<file path="config.mk">
export PLATFORM = sky130hd
export DESIGN_NAME = line_rasterizer
export DESIGN_NICKNAME = d
export VERILOG_FILES = /design/src/design/lr_pkg.sv /design/src/design/line_rasterizer.sv
export SDC_FILE = /design/constraint.sdc
export NUM_CORES = 1
export LEC_CHECK = 0
export BUFFER_PORTS_ARGS = -buffer_cell sky130_fd_sc_hd__buf_2
export CORE_ASPECT_RATIO = 0.5
export CORE_MARGIN = 2
export CORE_UTILIZATION = 53
export CTS_CLUSTER_SIZE = 40
export DETAILED_ROUTE_END_ITERATION = 6
export GPL_ROUTABILITY_DRIVEN = 0
export MAX_ROUTING_LAYER = met4
export PLACE_DENSITY = 0.82
export SLEW_MARGIN = 30
export SYNTH_ARGS = -nofsm -noshare
export SYNTH_HDL_FRONTEND = slang
export SYNTH_SLANG_ARGS = --single-unit
</file>
<file path="constraint.sdc">
create_clock -name clk -period 4.71 [get_ports clk]
set_input_delay 0.942 -clock clk [delete_from_list [all_inputs] [get_ports clk]]
set_output_delay 0.942 -clock clk [all_outputs]
set_load 0.005 [all_outputs]
</file>
<file path="src/design/lr_pkg.sv">
package lr_pkg;

  localparam int COORD_W   = 6;
  localparam int SIZE_W    = 7;
  localparam int COLOR_W   = 32;
  localparam int CFG_IDX_W = 2;
  localparam int DVD_W     = 12;
  localparam int CNT_W     = 4;

  // configuration register indexes
  localparam logic [CFG_IDX_W-1:0] REG_GRID_WIDTH  = 2'd0;
  localparam logic [CFG_IDX_W-1:0] REG_GRID_HEIGHT = 2'd1;
  localparam logic [CFG_IDX_W-1:0] REG_WRAP_MODE   = 2'd2;

  // divider pass lengths
  localparam logic [CNT_W-1:0] DIV_MINOR_BITS = 4'd12;
  localparam logic [CNT_W-1:0] DIV_MOD_BITS   = 4'd6;

  typedef enum logic [3:0] {
    ST_IDLE,
    ST_SETUP,
    ST_POINT,
    ST_DIV,
    ST_MINOR,
    ST_FIXUP,
    ST_MODX,
    ST_MODY,
    ST_EMIT
  } lr_state_t;

endpackage

</file>
<file path="src/design/line_rasterizer.sv">
// Channel  | Direction | Handshake              | Payload
// ---------+-----------+------------------------+------------------------------------------
// in       | input     | in_valid / in_stall    | start_x, start_y, end_x, end_y, line_color
// out      | output    | out_valid / out_stall  | pixel_x, pixel_y, pixel_color,
//          |           |                        | write_enable, last_point
// cfg      | input     | cfg_valid / cfg_ready  | cfg_index, cfg_data
//
// One line takes a setup state, then per point: a state for the major coordinate, a pass
// through the shared restoring divider and a clamp state when the minor delta is nonzero,
// a fixup state, the x and y modulo divider passes in wrap mode, and an output state
// that holds while out_stall is high.
// Reset (rst, synchronous) returns to idle and loads the grid registers with 64/64/clip.
// in_stall is high from acceptance until the last point leaves; out_stall holds the point.
module line_rasterizer
  import lr_pkg::*;
#(
  parameter int GRID_SIZE = 64
) (
  input  logic                 clk,
  input  logic                 rst,

  input  logic                 in_valid,
  output logic                 in_stall,
  input  logic [COORD_W-1:0]   start_x,
  input  logic [COORD_W-1:0]   start_y,
  input  logic [COORD_W-1:0]   end_x,
  input  logic [COORD_W-1:0]   end_y,
  input  logic [COLOR_W-1:0]   line_color,

  output logic                 out_valid,
  input  logic                 out_stall,
  output logic [COORD_W-1:0]   pixel_x,
  output logic [COORD_W-1:0]   pixel_y,
  output logic [COLOR_W-1:0]   pixel_color,
  output logic                 write_enable,
  output logic                 last_point,

  input  logic                 cfg_valid,
  output logic                 cfg_ready,
  input  logic [CFG_IDX_W-1:0] cfg_index,
  input  logic [SIZE_W-1:0]    cfg_data
);

  localparam logic [SIZE_W-1:0] GridMax = SIZE_W'(GRID_SIZE);

  lr_state_t state, state_next;

  logic [SIZE_W-1:0]  grid_width, grid_height;
  logic               wrap_mode;
  logic [SIZE_W-1:0]  w_eff, h_eff;

  logic [COORD_W-1:0] sx, sy, ex, ey;
  logic [COLOR_W-1:0] color;
  logic               x_major, maj_neg, m_neg;
  logic [SIZE_W-1:0]  m_abs;
  logic [COORD_W-1:0] steps, k;
  logic [DVD_W-1:0]   prod;
  logic [COORD_W-1:0] cur_x, cur_y;
  logic               we;

  // shared divider
  logic [DVD_W-1:0]   dvd, dvd_n;
  logic [COORD_W-1:0] rem, rem_n;
  logic [CNT_W-1:0]   cnt;
  logic [SIZE_W-1:0]  divisor, trial, diff;
  logic               ge;

  // setup terms
  logic [COORD_W:0]   xd, yd;
  logic [COORD_W-1:0] xa, ya, minor_abs;
  logic               x_major_c;

  // per-point terms
  logic [COORD_W-1:0] maj_start, major_c, min_start, min_end, minor_c;
  logic [SIZE_W-1:0]  q;
  logic [SIZE_W:0]    t_pos;
  logic signed [SIZE_W+1:0] t_neg;
  logic               last_c;

  assign cfg_ready = 1'b1;

  always_ff @(posedge clk) begin
    if (rst) begin
      grid_width  <= 7'd64;
      grid_height <= 7'd64;
      wrap_mode   <= 1'b0;
    end else if (cfg_valid && cfg_ready) begin
      case (cfg_index)
        REG_GRID_WIDTH:  grid_width  <= cfg_data;
        REG_GRID_HEIGHT: grid_height <= cfg_data;
        REG_WRAP_MODE:   wrap_mode   <= cfg_data[0];
        default: ;
      endcase
    end
  end

  assign w_eff = (grid_width == '0) ? SIZE_W'(1) :
                 (grid_width > GridMax) ? GridMax : grid_width;
  assign h_eff = (grid_height == '0) ? SIZE_W'(1) :
                 (grid_height > GridMax) ? GridMax : grid_height;

  assign xd        = {1'b0, ex} - {1'b0, sx};
  assign yd        = {1'b0, ey} - {1'b0, sy};
  assign xa        = xd[COORD_W] ? COORD_W'(-xd) : xd[COORD_W-1:0];
  assign ya        = yd[COORD_W] ? COORD_W'(-yd) : yd[COORD_W-1:0];
  assign x_major_c = xa > ya;
  assign minor_abs = x_major_c ? ya : xa;

  always_comb begin
    case (state)
      ST_MODX: divisor = w_eff;
      ST_MODY: divisor = h_eff;
      default: divisor = {1'b0, steps};
    endcase
  end

  // one quotient bit per cycle
  assign trial = {rem, dvd[DVD_W-1]};
  assign ge    = trial >= divisor;
  assign diff  = trial - divisor;
  assign rem_n = ge ? diff[COORD_W-1:0] : trial[COORD_W-1:0];
  assign dvd_n = {dvd[DVD_W-2:0], ge};

  assign maj_start = x_major ? sx : sy;
  assign major_c   = maj_neg ? maj_start - k : maj_start + k;
  assign min_start = x_major ? sy : sx;
  assign min_end   = x_major ? ey : ex;
  assign q         = dvd[SIZE_W-1:0];
  assign t_pos     = {2'b00, min_start} + {1'b0, q};
  assign t_neg     = $signed({3'b000, min_start}) - $signed({2'b00, q});

  // clamp so the minor coordinate never passes the end point
  always_comb begin
    if (!m_neg) begin
      minor_c = (t_pos > {2'b00, min_end}) ? min_end : t_pos[COORD_W-1:0];
    end else begin
      minor_c = (t_neg < $signed({3'b000, min_end})) ? min_end : t_neg[COORD_W-1:0];
    end
  end

  assign last_c = k == steps;

  always_ff @(posedge clk) begin
    if (rst) begin
      state <= ST_IDLE;
    end else begin
      state <= state_next;
    end
  end

  always_comb begin
    state_next = state;
    in_stall   = 1'b1;
    out_valid  = 1'b0;
    case (state)
      ST_IDLE: begin
        in_stall = 1'b0;
        if (in_valid) state_next = ST_SETUP;
      end
      ST_SETUP: state_next = ST_POINT;
      ST_POINT: state_next = (m_abs == '0) ? ST_FIXUP : ST_DIV;
      ST_DIV:   if (cnt == CNT_W'(1)) state_next = ST_MINOR;
      ST_MINOR: state_next = ST_FIXUP;
      ST_FIXUP: state_next = wrap_mode ? ST_MODX : ST_EMIT;
      ST_MODX:  if (cnt == CNT_W'(1)) state_next = ST_MODY;
      ST_MODY:  if (cnt == CNT_W'(1)) state_next = ST_EMIT;
      ST_EMIT: begin
        out_valid = 1'b1;
        if (!out_stall) state_next = last_c ? ST_IDLE : ST_POINT;
      end
      default: state_next = ST_IDLE;
    endcase
  end

  always_ff @(posedge clk) begin
    case (state)
      ST_IDLE: begin
        if (in_valid) begin
          sx    <= start_x;
          sy    <= start_y;
          ex    <= end_x;
          ey    <= end_y;
          color <= line_color;
        end
      end
      ST_SETUP: begin
        x_major <= x_major_c;
        steps   <= x_major_c ? xa : ya;
        maj_neg <= x_major_c ? xd[COORD_W] : yd[COORD_W];
        m_neg   <= x_major_c ? yd[COORD_W] : xd[COORD_W];
        m_abs   <= (minor_abs == '0) ? '0 : {1'b0, minor_abs} + SIZE_W'(1);
        k       <= '0;
        prod    <= '0;
      end
      ST_POINT: begin
        if (x_major) cur_x <= major_c;
        else         cur_y <= major_c;
        if (m_abs == '0) begin
          if (x_major) cur_y <= sy;
          else         cur_x <= sx;
        end
        dvd <= prod;
        rem <= '0;
        cnt <= DIV_MINOR_BITS;
      end
      ST_DIV: begin
        dvd <= dvd_n;
        rem <= rem_n;
        cnt <= cnt - CNT_W'(1);
      end
      ST_MINOR: begin
        if (x_major) cur_y <= minor_c;
        else         cur_x <= minor_c;
      end
      ST_FIXUP: begin
        dvd <= {cur_x, {(DVD_W-COORD_W){1'b0}}};
        rem <= '0;
        cnt <= DIV_MOD_BITS;
        we  <= !(({1'b0, cur_x} >= w_eff) || ({1'b0, cur_y} >= h_eff));
      end
      ST_MODX: begin
        if (cnt == CNT_W'(1)) begin
          cur_x <= rem_n;
          dvd   <= {cur_y, {(DVD_W-COORD_W){1'b0}}};
          rem   <= '0;
          cnt   <= DIV_MOD_BITS;
        end else begin
          dvd <= dvd_n;
          rem <= rem_n;
          cnt <= cnt - CNT_W'(1);
        end
      end
      ST_MODY: begin
        dvd <= dvd_n;
        rem <= rem_n;
        cnt <= cnt - CNT_W'(1);
        if (cnt == CNT_W'(1)) begin
          cur_y <= rem_n;
          we    <= 1'b1;
        end
      end
      ST_EMIT: begin
        // advance to the next point along the major axis
        if (!out_stall && !last_c) begin
          k    <= k + COORD_W'(1);
          prod <= prod + DVD_W'(m_abs);
        end
      end
      default: ;
    endcase
  end

  assign pixel_x      = cur_x;
  assign pixel_y      = cur_y;
  assign pixel_color  = color;
  assign write_enable = we;
  assign last_point   = last_c;

  a_busy_while_out: assert property (@(posedge clk) disable iff (rst)
    out_valid |-> in_stall)
    else $error("input taken while a point is pending");

  a_clip_only: assert property (@(posedge clk) disable iff (rst)
    (out_valid && !write_enable) |-> !wrap_mode)
    else $error("point clipped in wrap mode");

  a_wrap_range: assert property (@(posedge clk) disable iff (rst)
    (out_valid && wrap_mode) |->
      (({1'b0, pixel_x} < w_eff) && ({1'b0, pixel_y} < h_eff)))
    else $error("wrapped point outside grid");

endmodule
</file>
==> metrics.txt <==
outcome=finished with violations; violations in the final reports=DRC; global-route wire length before repair=39.9 mm; Min Hold Slack=0.524 ns; Hold Vio Cnt, Final=0; total gr overflow=0; max-slew violation count=0; clock buffer count from CTS=17; Max VDD drop=0.000326 V; fillcell total=between 1000 and 1500; routed wire length per instance=19.3 µm; Avg Vias per Cell=5.99; number of design rule violations left after detail routing=2; maximum capacitance violations=0; detailed-router iteration count before antenna repair=7; vias in the first global route=7659; number of sinks driven by the clock tree=roughly 140; crit path DAT=4.69 ns; share of the cycle needed by the critical path after routing=96.5%; Critical Setup Path Class=register to register; synthesis-to-layout area growth=15.9%; endpoint class of the critical path=register; diode count=0; count of different cell masters after synthesis=63; number of buffers on the longest clock path=2; number of synthesis warnings=0; worst setup slack after layout=0.166 ns; clock skew after layout=0.0165 ns; buffers added on ports=~120; post-synth top area cell=edfxtp_1; Die Y-Extent=about 98 µm; class of the tightest hold or removal check=register to register; Die Wd=192 µm; startpoint type of the worst setup path=register; number of enable-type register cells in the synthesized netlist=125; HPWL after DPL=approximately 19 mm; FF+latch count, synth=approximately 140; top cells by area, synth=edfxtp_1 (40%), ha_1 (11%), mux2i_1 (4.3%); maximum net fanout on the critical path=19; fin crit period=4.54 ns; reg2reg setup slack=0.17 ns; standard cell area after detailed placement=10300 µm²; Tot GR Track Use=28.6%; overall routed net length=25.2 mm; origin of the critical flop-to-flop path=sy[0]; # IOs=119; Mapped Cells=roughly 940; starting utilization of the core area=a little over half; proportion of layout cells with a drive suffix above 1=~18%; Post-Syn Area per Cell=approximately 10 µm²; insertion delay to the later sink of the worst-skew pair=around 0.43 ns; area of the mapped netlist=about 9400 µm²; power per cell area=approximately 580 nW/µm²; CTS tree=yes; CTS Hold Bufs=0; core outline area=between 15000 and 20000 µm²; area share of the largest cell type after synthesis=~40%; antenna violation net count after detailed routing=0; startpoint of the most critical hold path=grid_height[0]; proportion of synthesized chip area in sequential cells=44.1%; final sum of negative setup slack=0 ns; largest net degree at the start of global routing=37; async set-reset flop share out of synthesis=0%; total via count after detailed routing=7816; Final Setup Violations=0; root buf cell=clkbuf_16; Finished Cell Area=10900 µm²; post-synthesis net count=1099; number of antenna violations at the first check in global routing=0; CTS H-tree depth=4; Worst-Margin Slew=slightly below 1 ns; 1st-iter DRT viols=817; Die Area=18800 µm²; leakage power figure=4.60 nW; total number of placement rows=34; Most used DFF post-synth=edfxtp_1; worst slack at placement=0.249 ns; beginning of the critical path=sy[0]; fmax=220 MHz; Rel. slew slack=34.1%; Net count, final=1218; Reg clk slew, reported paths=0.06 ns; Required @ worst endpoint=4.86 ns
synth_stat cells, types with 23 or more instances:
library cell	n
xnor2_1	24
clkbuf_1	26
mux2i_1	40
nand2_1	80
edfxtp_1	125
inv_1	78
ha_1	83
o21ai_0	55
a21oi_1	58
nor2_1	103
xor2_1	28
nor3_1	23
logic make-up (layout without fill, tap and decap cells):
kind of cell,count (synthesis),in the layout,synth area share [%]
and+or+nand+nor,272,272,13.1
AOI/OAI and AO/OA,215,215,15.1
DFF,144,144,44.1
buffers and inverters,113,244,4.57
adders and majority gates,90,90,12.6
xor gates and xnor gates,52,52,4.85
muxes,52,52,5.71
other,1,1,0.0400
routing by layer:
layer  vias to the layer above  global-route usage [%]  routed length [µm]
met5                         -                       -                   0
met4                         0                    11.2                 964
met3                        73                    8.16                2960
met2                       491                    41.9               10800
met1                      3648                    37.7               10500
li1                       3604                       -                   -
final timing paths:
path	depth (start not counted)	to
min reg2reg	2	grid_height[0]
min	2	grid_height[0]
max	16	m_abs[4]
max reg2reg	16	m_abs[4]
report_power, final:
| group | internal, mW | total, mW | switching [mW] |
|---|---|---|---|
| registers | 1.70 | 1.87 | 0.165 |
| clock network | 0.780 | 1.34 | 0.556 |
| logic | 1.30 | 3.12 | 1.82 |
| total | 3.78 | 6.33 | 2.55 |
state kept, by name, indices dropped and copies added, names as in the netlist, 7 cells and up:
signal	count
dvd	12
grid_height	7
grid_width	7
m_abs	7
pixel_color	32
prod	12
layout by cell type (no fill, tap or decap), types with 12 or more instances in the layout:
cell / netlist / routed
edfxtp_1: 125 / 125
buf_2: 1 / 117
nor2_1: 103 / 102
ha_1: 83 / 83
nand2_1: 80 / 80
inv_1: 78 / 78
a21oi_1: 58 / 57
o21ai_0: 55 / 54
mux2i_1: 40 / 39
xor2_1: 28 / 27
nor3_1: 23 / 23
xnor2_1: 24 / 23
dfxtp_1: 19 / 19
buf_4: 1 / 18
clkbuf_16: 0 / 17
a21o_1: 16 / 16
nor2b_1: 13 / 13
o21a_1: 12 / 12
mux2_2: 12 / 12
through the flow:
stage	cells	utilization (%)	power, mW
4_1_cts	1302	62.4	6.22
5_1_grt	1304	62.7	6.72
2_1_floorplan	939	-	4.08
3_3_place_gp	1271	59.1	4.72
6_report	1304	62.7	6.33
3_5_place_dp	1271	59.1	4.86
what timing repair did:
item                                    in CTS  in global routing
resized for setup                            0                  5
setup buffers                                0                  2
endpoints found under the setup margin       0                  5
final cells by class:
type | instances | area [µm²] | area share (%)
well taps | 234 | 293 | 2.69
clock inverters | 12 | 139 | 1.28
flip-flops and latches | 144 | 4130 | 38.0
multi-input cells | 682 | 4860 | 44.7
repair buffers | 135 | 721 | 6.63
clock buffers | 19 | 433 | 3.98
inverters | 78 | 293 | 2.69
worst max-delay path, stage by stage, from the launching register on:
cell,delay [ns]
edfxtp_1,0.51
ha_1,0.29
fa_1,0.44
nor2b_1,0.19
o31ai_1,0.15
a21oi_2,0.26
nor2_1,0.08
xnor2_1,0.32
inv_1,0.13
ha_1,0.29
nand4_1,0.10
nor2_1,0.13
o32a_1,0.30
buf_4,0.32
mux2_2,0.39
nor3_1,0.27
xor2_1,0.11
Power figures use the tool's default switching activity.
